**config.mk**
```make
export PLATFORM = sky130hd
export DESIGN_NAME = lec_ctrl
export DESIGN_NICKNAME = d
export VERILOG_FILES = /design/src/rtl/core/lec_pkg.sv /design/src/rtl/core/lec_ctrl.sv
export SDC_FILE = /design/constraint.sdc
export NUM_CORES = 1
export LEC_CHECK = 0
export BUFFER_PORTS_ARGS = -buffer_cell sky130_fd_sc_hd__clkbuf_2
export CORE_UTILIZATION = 50
export DETAILED_ROUTE_END_ITERATION = 10
export PLACE_DENSITY = 0.81
export SYNTH_ARGS = -nofsm -noshare
export SYNTH_HDL_FRONTEND = slang
export SYNTH_SLANG_ARGS = --single-unit
```
**constraint.sdc**
```tcl
create_clock -name clock -period 2.7 [get_ports clock]
set_input_delay 0.54 -clock clock [delete_from_list [all_inputs] [get_ports clock]]
set_output_delay 0.54 -clock clock [all_outputs]
set_load 0.02 [all_outputs]
```
**src/rtl/core/lec_pkg.sv**
```systemverilog
`default_nettype none
// ----------------------------------------------------------------------------
// lec_pkg
// Shared types, codes and constants of the windowed log entry cache.
// ----------------------------------------------------------------------------
package lec_pkg;

   localparam int DEFAULT_CACHE_DEPTH = 1024;

   localparam logic [2:0] CMD_ADD       = 3'd0;
   localparam logic [2:0] CMD_GET       = 3'd1;
   localparam logic [2:0] CMD_TRUNCATE  = 3'd2;
   localparam logic [2:0] CMD_RESET     = 3'd3;
   localparam logic [2:0] CMD_EXISTS    = 3'd4;
   localparam logic [2:0] CMD_SET_REQ   = 3'd5;
   localparam logic [2:0] CMD_CLEAR_REQ = 3'd6;

   localparam logic [2:0] ST_OK    = 3'd0;
   localparam logic [2:0] ST_INTR  = 3'd1;
   localparam logic [2:0] ST_FULL  = 3'd2;
   localparam logic [2:0] ST_EMPTY = 3'd3;
   localparam logic [2:0] ST_SWAP  = 3'd4;
   localparam logic [2:0] ST_RANGE = 3'd5;

   localparam logic [1:0] CSR_MAX_BYTES = 2'd0;
   localparam logic [1:0] CSR_RETAIN    = 2'd1;
   localparam logic [1:0] CSR_RATIO     = 2'd2;
   localparam logic [1:0] CSR_ENABLE    = 2'd3;

   typedef struct packed {
      logic [2:0]  command;
      logic [47:0] log_index;
      logic [47:0] entry_term;
      logic [23:0] entry_length;
      logic        entry_outer;
      logic [15:0] entry_flag;
      logic [31:0] entry_checksum;
   } req_type;

   typedef struct packed {
      logic [2:0]  status;
      logic        hit;
      logic [47:0] hit_term;
      logic [23:0] hit_length;
      logic        hit_outer;
      logic [15:0] hit_flag;
      logic [31:0] hit_checksum;
      logic        wake_prefetcher;
   } rsp_type;

   typedef struct packed {
      logic [47:0] term;
      logic [23:0] length;
      logic        outer;
      logic [15:0] flag;
      logic [31:0] checksum;
   } entry_type;

   typedef enum logic [3:0] {
      DP_NOP, DP_LATCH, DP_CLEAR, DP_RD_HEAD, DP_RD_TAIL, DP_RD_HIT, DP_CAP_HIT,
      DP_POP_FRONT, DP_POP_BACK, DP_WRITE, DP_SET_PEND, DP_CLR_PEND, DP_RESP
   } dp_op_type;

   typedef enum logic [2:0] {
      RK_PLAIN, RK_GET, RK_HIT, RK_EXISTS, RK_RESET
   } rsp_kind_type;

   typedef struct packed {
      dp_op_type    op;
      logic [2:0]   status;
      rsp_kind_type kind;
   } dp_cmd_type;

   typedef struct packed {
      logic [2:0] command;
      logic       intr;
      logic       in_win;
      logic       out_seq;
      logic       over;
      logic       cnt_nz;
      logic       gt_pend;
      logic       ring_full;
      logic       empty;
      logic       below;
      logic       beyond;
      logic       trim_range;
      logic       trim_hit;
      logic       trunc_en;
      logic       trunc_clear;
      logic       trunc_more;
      logic       out_busy;
   } dp_stat_type;

endpackage
`default_nettype wire

```
**src/rtl/core/lec_ctrl.sv**
```systemverilog
`default_nettype none
// ----------------------------------------------------------------------------
// lec_ctrl
// Sequencer that steps each command through the datapath.
// ----------------------------------------------------------------------------
module lec_ctrl
   import lec_pkg::*;
(
   input  wire logic        clock,
   input  wire logic        reset,
   input  wire logic        req_valid,
   output logic             req_stall,
   input  wire dp_stat_type stat,
   output dp_cmd_type       cmd
);

   typedef enum logic [3:0] {
      S_IDLE, S_DECODE, S_ADD_LOOP, S_ADD_POP, S_RANGE_LOOP, S_RANGE_POP,
      S_CAP, S_TRIM_LOOP, S_TRIM_POP, S_TRUNC_LOOP, S_TRUNC_POP, S_RESP
   } state_type;

   state_type    state_ff, state_in;
   logic [2:0]   status_ff, status_in;
   rsp_kind_type kind_ff, kind_in;

   assign req_stall = state_ff != S_IDLE;

   always_comb begin
      state_in   = state_ff;
      status_in  = status_ff;
      kind_in    = kind_ff;
      cmd.op     = DP_NOP;
      cmd.status = status_ff;
      cmd.kind   = kind_ff;
      case (state_ff)
         S_IDLE: begin
            if (req_valid) begin
               cmd.op   = DP_LATCH;
               state_in = S_DECODE;
            end
         end
         S_DECODE: begin
            status_in = ST_OK;
            kind_in   = RK_PLAIN;
            state_in  = S_RESP;
            case (stat.command)
               CMD_ADD: begin
                  if (stat.intr) begin
                     status_in = ST_INTR;
                  end else if (!stat.in_win) begin
                     state_in = S_ADD_LOOP;
                     if (stat.out_seq) begin
                        cmd.op   = DP_CLEAR;
                        cmd.kind = RK_PLAIN;
                     end
                  end
               end
               CMD_GET: begin
                  kind_in = RK_GET;
                  if (stat.empty) begin
                     status_in = ST_EMPTY;
                  end else if (stat.below) begin
                     cmd.op    = DP_CLEAR;
                     cmd.kind  = RK_PLAIN;
                     status_in = ST_SWAP;
                  end else if (stat.beyond) begin
                     status_in = ST_RANGE;
                     state_in  = S_RANGE_LOOP;
                  end else begin
                     cmd.op   = DP_RD_HIT;
                     kind_in  = RK_HIT;
                     state_in = S_CAP;
                  end
               end
               CMD_TRUNCATE: begin
                  if (stat.trunc_en) begin
                     if (stat.trunc_clear) begin
                        cmd.op   = DP_CLEAR;
                        cmd.kind = RK_PLAIN;
                     end else begin
                        state_in = S_TRUNC_LOOP;
                     end
                  end
               end
               CMD_RESET: begin
                  cmd.op   = DP_CLEAR;
                  cmd.kind = RK_RESET;
                  kind_in  = RK_RESET;
               end
               CMD_EXISTS: begin
                  kind_in = RK_EXISTS;
               end
               CMD_SET_REQ: begin
                  cmd.op = DP_SET_PEND;
               end
               CMD_CLEAR_REQ: begin
                  cmd.op = DP_CLR_PEND;
               end
               default: begin
               end
            endcase
         end
         S_ADD_LOOP: begin
            if (stat.over && stat.cnt_nz) begin
               if (stat.gt_pend) begin
                  status_in = ST_FULL;
                  state_in  = S_RESP;
               end else begin
                  cmd.op   = DP_RD_HEAD;
                  state_in = S_ADD_POP;
               end
            end else if (stat.ring_full) begin
               status_in = ST_FULL;
               state_in  = S_RESP;
            end else begin
               cmd.op   = DP_WRITE;
               state_in = S_RESP;
            end
         end
         S_ADD_POP: begin
            cmd.op   = DP_POP_FRONT;
            state_in = S_ADD_LOOP;
         end
         S_RANGE_LOOP: begin
            if (stat.trim_range) begin
               cmd.op   = DP_RD_HEAD;
               state_in = S_RANGE_POP;
            end else begin
               state_in = S_RESP;
            end
         end
         S_RANGE_POP: begin
            cmd.op   = DP_POP_FRONT;
            state_in = S_RANGE_LOOP;
         end
         S_CAP: begin
            cmd.op   = DP_CAP_HIT;
            state_in = S_TRIM_LOOP;
         end
         S_TRIM_LOOP: begin
            if (stat.trim_hit) begin
               cmd.op   = DP_RD_HEAD;
               state_in = S_TRIM_POP;
            end else begin
               state_in = S_RESP;
            end
         end
         S_TRIM_POP: begin
            cmd.op   = DP_POP_FRONT;
            state_in = S_TRIM_LOOP;
         end
         S_TRUNC_LOOP: begin
            if (stat.trunc_more) begin
               cmd.op   = DP_RD_TAIL;
               state_in = S_TRUNC_POP;
            end else begin
               state_in = S_RESP;
            end
         end
         S_TRUNC_POP: begin
            cmd.op   = DP_POP_BACK;
            state_in = S_TRUNC_LOOP;
         end
         S_RESP: begin
            if (!stat.out_busy) begin
               cmd.op   = DP_RESP;
               state_in = S_IDLE;
            end
         end
         default: begin
            state_in = S_IDLE;
         end
      endcase
   end

   always_ff @(posedge clock) begin
      if (reset) begin
         state_ff  <= S_IDLE;
         status_ff <= ST_OK;
         kind_ff   <= RK_PLAIN;
      end else begin
         state_ff  <= state_in;
         status_ff <= status_in;
         kind_ff   <= kind_in;
      end
   end

endmodule
`default_nettype wire

```
==> run summary, run 1 <==
* 12 x sky130_fd_sc_hd__nand2_1, 11 x sky130_fd_sc_hd__nor2_1, 10 x sky130_fd_sc_hd__a21oi_1, 10 x sky130_fd_sc_hd__dfxtp_1 — top cells by count, synth
* 377 MHz — f_max
* 0.279 — layout cells sized above 1
* 0 — Warnings, synthesis
* 0 — setup violation total in the final timing report
* 15 — number of rows in the core area
* 0 — Max-Cap Viols
* 33 — I/O pin count
* 1323 — routed via count
* 0 — # diodes
* state_ff[2] — startpoint of the most critical register-to-register path
* 30 — DR iter-0 viols
* 0.631 mW — switching component of the power
* 5 — first-pass iteration count of the detailed router
* 0.982 — post-route fraction of the period consumed by the critical path
* 206 — Layout Nets
* 49.2 ps — worst setup slack after layout
* 6.84 um2 — mean instance size in the synthesized netlist
* 0 — post-CTS setup buffers
* 6.36 — via/cell ratio
* sky130_fd_sc_hd__nand2_1 — most common cell in the synthesized netlist
* 1162 — via count of the first global-routing pass
* 0 — post-route ant nets
* simple AND/OR/NAND/NOR gates — kind of cell adding the most delay to the critical path
* 10 — Synth Register Bits
* sky130_fd_sc_hd__or4b_4 — Critical-path top delay cell
* 1820 um2 — standard cell core area
* 0 — number of remaining DRC errors
* 991 nW/um2 — areal power density over the cells
* 3 — number of buffers created by CTS
* 0.196 — Synth top area share
* 0.713 — relative max-transition margin
* 2160 ps — data required time at the worst endpoint
* 10 — number of clock sinks seen by CTS
* 1 — number of levels the H-tree was split into
* 32 — Port-buffer cells
* 0 — hold violation total from the final report
* 940 ps — r2r setup slk
* sky130_fd_sc_hd__dfxtp_1 — flip-flop cell with the highest count after synthesis
* 149 — Mapped Cells
* flop to flop — worst min-delay path category
* 0.315 — total global-route track usage
* 47.2 um — horizontal die dimension
* built — TritonCTS clock tree
* 162 — filler instances
* 0.196 — share of synthesized area occupied by flip-flops and latches
* 1230 um — detailed-route wire length on metal 1
* 19 — maximum number of pins on one net before global-route repair
* 0.888 — routability-driven placement congestion ratio
* 0.560 — starting density of the core
* flop to primary output — critical setup path kind
* 2220 um2 — area of the die
* 2110 ps — signal arrival time at the worst endpoint
* sky130_fd_sc_hd__nor3_1 — most used cell along the critical path
* 0.539 nW — leakage power
* 0.183 — sequential share of power
* 0 — count of hold-fix buffers inserted at cts
* 2 — Critical path buffers and inverters
* 0.705 — power share of the combinational group
* 0.704 — Final Util
* 1590 um — met2 routed wirelength
* 47.2 um — Die Height
* sky130_fd_sc_hd__dfxtp_1 20%, sky130_fd_sc_hd__a21oi_1 4.9%, sky130_fd_sc_hd__nand2b_1 4.9% — largest cells by area after synthesis
* 2290 um — Post-DP HPWL
* flop — crit path launch type
* 0 — antenna violations before repair
* 0 — Synth async-reset ratio
* 4900 um — global-route wire length before repair
* 3140 um — final WL
* 0 — number of enable flip-flop cells after synthesis
* status_ff[0] — critical hold path startpoint
* 477 ps — worst slack on hold paths
* 25.8% — area overhead of the layout relative to synthesis
* 620 ps — delay contributed by the slowest stage of the critical path
* 280 ps — Clock Latency Late Sink
* 425 ps — actual slew at the worst max-slew pin
* 0.640 mW — total internal power
* 15.1 um — WL per Instance
* sky130_fd_sc_hd__dfxtp_1 — cell taking the most area after synthesis
* 47 — Cell variety after synth
* 7 — maximum fanout encountered on the critical timing path
* 171 — synthesized netlist net count
* 162 ps — pre-CTS setup slack
* sky130_fd_sc_hd__clkbuf_4 — library cell used as clock root buffer
* 2 — number of buffers between clock root and the deepest sink
* 0 — total grt overflow
* 3.84 ps — final clock skew
* met4 — Top Metal Used
* 0 — final-report max-slew violation count
* 0.496 — Sw Share
* 0 ps — final-layout setup total negative slack
* state_ff[2] — first element of the critical path
* primary output — kind of capture point of the worst setup path
* 70 ps — clock input transition at the sequential cells of the worst setup and hold paths
* 0.112 — clock share of power
* or4b_4 -> buf_4 -> nor3_1 -> nor3_1 -> o2111ai_1 -> clkbuf_2 — cell chain of the critical path
* 193 um — routed length on met3
* 1020 um2 — post-synth design cell area
* 564 uV — worst voltage drop across the vdd grid
* 2650 ps — minimum clock period
* finished clean — status
## tightest hold or removal path, cell delays in order (launching register included)
cell,delay (ps)
sky130_fd_sc_hd__dfxtp_1,310
sky130_fd_sc_hd__o21ai_0,70
sky130_fd_sc_hd__a21oi_1,60
## path summary, 6_finish.rpt
path / cells past startpoint / to
worst min register to register: 2 / status_ff[0]
worst max register to register: 5 / state_ff[1]
worst min-delay path: 2 / status_ff[0]
worst max-delay path: 6 / cmd[6]
## timing repair
action,4_1_cts,5_1_grt
resized for setup,2,1
setup endpoints to repair,2,1
pin swaps,0,0
## cells by family (layout without fill, tap and decap cells)
family	count (synthesis)	in the layout	synth area share
AO/OA/AOI/OAI	49	49	0.325
XOR/XNOR	3	3	0.0258
buffers and inverters	19	53	0.0798
flip-flops	10	10	0.196
AND/OR/NAND/NOR	68	68	0.373
## power groups by stage
stage	registers, mW	clock network (mW)	logic (mW)
after detailed placement	0.232	0	0.851
after global placement	0.229	0	0.829
after CTS	0.231	0.141	0.871
after global routing	0.237	0.149	0.965
after floorplan	0.230	0	0.609
final	0.233	0.142	0.896
## state kept, by name, indices dropped and copies added (netlist names)
| name | flops |
|---|---|
| status_ff | 3 |
| state_ff | 4 |
| kind_ff | 3 |
## cells in the final DEF, fill, tap and decap left out, types with 3 or more instances in the layout
| cell type | n |
|---|---|
| sky130_fd_sc_hd__a31oi_1 | 4 |
| sky130_fd_sc_hd__dfxtp_1 | 10 |
| sky130_fd_sc_hd__clkbuf_2 | 32 |
| sky130_fd_sc_hd__and2_1 | 4 |
| sky130_fd_sc_hd__inv_1 | 7 |
| sky130_fd_sc_hd__nor3_1 | 7 |
| sky130_fd_sc_hd__nand2_1 | 12 |
| sky130_fd_sc_hd__nand3_1 | 5 |
| sky130_fd_sc_hd__nand2b_1 | 8 |
| sky130_fd_sc_hd__o21ai_0 | 8 |
| sky130_fd_sc_hd__nor2b_1 | 8 |
| sky130_fd_sc_hd__buf_4 | 10 |
| sky130_fd_sc_hd__clkbuf_4 | 3 |
| sky130_fd_sc_hd__nor2_1 | 11 |
| sky130_fd_sc_hd__a21oi_1 | 10 |
## layer usage
metal | track usage | up-vias
met5 | 0 | -
met4 | 0.194 | 0
met3 | 0.0731 | 23
met2 | 0.558 | 83
met1 | 0.336 | 594
li1 | - | 623
## area by class of cell
cell class	instances	area, um2	area share
multi-input cells	120	753	0.587
repair buffers	42	235	0.183
flip-flops and latches	10	200	0.156
clock buffers	4	36.3	0.0283
well taps	25	31.3	0.0244
inverters	7	26.3	0.0205
## per-stage QoR
step / std cells / area (um2) / total power [mW]
finish: 208 / 1280 / 1.27
global route: 208 / 1280 / 1.35
global placement: 204 / 1230 / 1.06
floorplan: 149 / 1020 / 0.839
detailed placement: 204 / 1230 / 1.08
CTS: 208 / 1280 / 1.24
Power figures use the tool's default switching activity.
==> inputs of run 2 (changes only) <==
--- a/config.mk
+++ b/config.mk
@@ -9,6 +9,7 @@
 export CORE_UTILIZATION = 50
 export DETAILED_ROUTE_END_ITERATION = 10
 export PLACE_DENSITY = 0.81
+export RECOVER_POWER = 25
 export SYNTH_ARGS = -nofsm -noshare
 export SYNTH_HDL_FRONTEND = slang
 export SYNTH_SLANG_ARGS = --single-unit
==> run 2 against run 1 <==
  * Non-clock buffer count stayed put
  * Hold slack is essentially flat
  * Register-to-register slack improved by 40 ps
  * Sequential power barely moved
  * Combinational power down 1%
  * Core utilization down 0.41 points
  * Cell area fell by 0.59%
  * Clock power barely moved
  * Total power shrank 0.66%
  * Die area stayed put
  * Routed wire length increased by 0.70%
==> run summary, run 2 (synthesis results as in run 1) <==
* finished clean — status
* 0.560 — starting density of the core
* 0.525 nW — leakage power
* 204 — total instance count after detailed placement
* 424 ps — actual slew at the worst max-slew pin
* state_ff[2] — first element of the critical path
* 0 — number of remaining DRC errors
* 0.315 — total global-route track usage
* 980 ps — r2r setup slk
* built — TritonCTS clock tree
* 10 — number of clock sinks seen by CTS
* 0 — setup violation total in the final timing report
* 1327 — routed via count
* 5 — number of cells traversed by the worst register-to-register path
* 0.714 — relative max-transition margin
* 0 — antenna violations before repair
* 47.2 um — horizontal die dimension
* 990 nW/um2 — areal power density over the cells
* 1820 um2 — standard cell core area
* 27 — DR iter-0 viols
* 4900 um — global-route wire length before repair
* 4 — number of flip-flops under the largest register name
* 25.0% — area overhead of the layout relative to synthesis
* 0.985 — post-route fraction of the period consumed by the critical path
* 280 ps — Clock Latency Late Sink
* sky130_fd_sc_hd__clkbuf_4 — library cell used as clock root buffer
* 206 — Layout Nets
* flop to flop — worst min-delay path category
* 29 x sky130_fd_sc_hd__clkbuf_2, 12 x sky130_fd_sc_hd__nand2_1, 11 x sky130_fd_sc_hd__nor2_1, 10 x sky130_fd_sc_hd__a21oi_1, 10 x sky130_fd_sc_hd__dfxtp_1 — most frequent cells in the layout
* 2160 ps — data required time at the worst endpoint
* status_ff[0] — critical hold path startpoint
* sky130_fd_sc_hd__clkbuf_2 — most common cell after layout, fill and taps aside
* 1 — number of levels the H-tree was split into
* 1.26 mW — post-layout power
* 2 — Cells on Worst Hold Path
* 162 ps — pre-CTS setup slack
* 3 — number of buffers created by CTS
* state_ff (4), kind_ff (3), status_ff (3) — biggest regs
* 39.7 ps — worst setup slack after layout
* 0.257 — layout cells sized above 1
* flop to primary output — critical setup path kind
* 2 — number of buffers between clock root and the deepest sink
* 0 — # diodes
* 15 — number of rows in the core area
* 0 — post-CTS setup buffers
* 33 — I/O pin count
* 4 — first-pass iteration count of the detailed router
* 565 uV — worst voltage drop across the vdd grid
* 0 — post-route ant nets
* 0.700 — Final Util
* state_ff[1] — terminus of the critical flop-to-flop path
* 0 — hold violation total from the final report
* 376 MHz — f_max
* flop — crit path launch type
* state_ff[2] — startpoint of the most critical register-to-register path
* 3.85 ps — final clock skew
* 2660 ps — minimum clock period
* 208 — final cell count without fillers
* 32 — Port-buffer cells
* 1162 — via count of the first global-routing pass
* 0 — total grt overflow
* 2120 ps — signal arrival time at the worst endpoint
* status_ff[0] — sink of the worst hold path
* 0 — Max-Cap Viols
* 7 — maximum fanout encountered on the critical timing path
* 3160 um — final WL
* 2290 um — Post-DP HPWL
* 0.888 — routability-driven placement congestion ratio
* 15.2 um — WL per Instance
* state_ff — Top reg by flops
* 6.38 — via/cell ratio
* primary output — kind of capture point of the worst setup path
* 19 — maximum number of pins on one net before global-route repair
* 0 — final-report max-slew violation count
* 2220 um2 — area of the die
* 80 ps — clock input transition at the sequential cells of the worst setup and hold paths
* 47.2 um — Die Height
run 2: changes by cell type in the layout (fill, tap and decap cells not counted), sizes merged:
cell,change
buf,-1
clkbuf,+1
run 2: report_power, final:
group / internal, mW / switching, mW / leakage, nW / total [mW]
logic: 0.361 / 0.524 / 0.422 / 0.885
registers: 0.188 / 0.0454 / 0.0818 / 0.233
clock network: 0.0822 / 0.0623 / 0.0210 / 0.144
run 2: per-stage QoR:
step | hold WS [ps] | cell area [um2] | TNS, ps
after floorplan | 461 | 1020 | 0
after global placement | 468 | 1230 | 0
after detailed placement | 467 | 1230 | 0
after CTS | 478 | 1280 | 0
after global routing | 505 | 1270 | -32.2
final | 477 | 1270 | 0
run 2: area by class of cell:
cell class | count | area (um2)
inverters | 7 | 26.3
well taps | 25 | 31.3
repair buffers | 42 | 228
clock buffers | 4 | 36.3
flip-flops and latches | 10 | 200
fillers | 165 | 546
multi-input cells | 120 | 753
run 2: repair_timing:
item                                    4_1_cts  5_1_grt
gates cloned                                  0        0
endpoints found under the hold margin         0        0
hold buffers                                  0        0
resized for setup                             2        1
endpoints found under the setup margin        2        1
run 2: critical path: stages, from the launching register on:
cell and delay (ps):
sky130_fd_sc_hd__dfxtp_1 360, sky130_fd_sc_hd__or4b_4 620, sky130_fd_sc_hd__buf_4 190, sky130_fd_sc_hd__nor3_1 240, sky130_fd_sc_hd__nor3_1 110, sky130_fd_sc_hd__o2111ai_1 120
sky130_fd_sc_hd__clkbuf_2 200
run 2: worst max path at each step:
stage	end	slack, ps
after floorplan	cmd[0]	280
after detailed placement	cmd[1]	160
after global placement	cmd[1]	200
after CTS	cmd[6]	90
after global routing	cmd[6]	-30
final	cmd[6]	40
run 2: metal layers:
metal	track usage	vias up	share of wire
met4	0.194	0	0.034
met1	0.336	613	0.40
met5	0	-	0
li1	-	627	-
met3	0.0731	17	0.057
met2	0.558	70	0.51
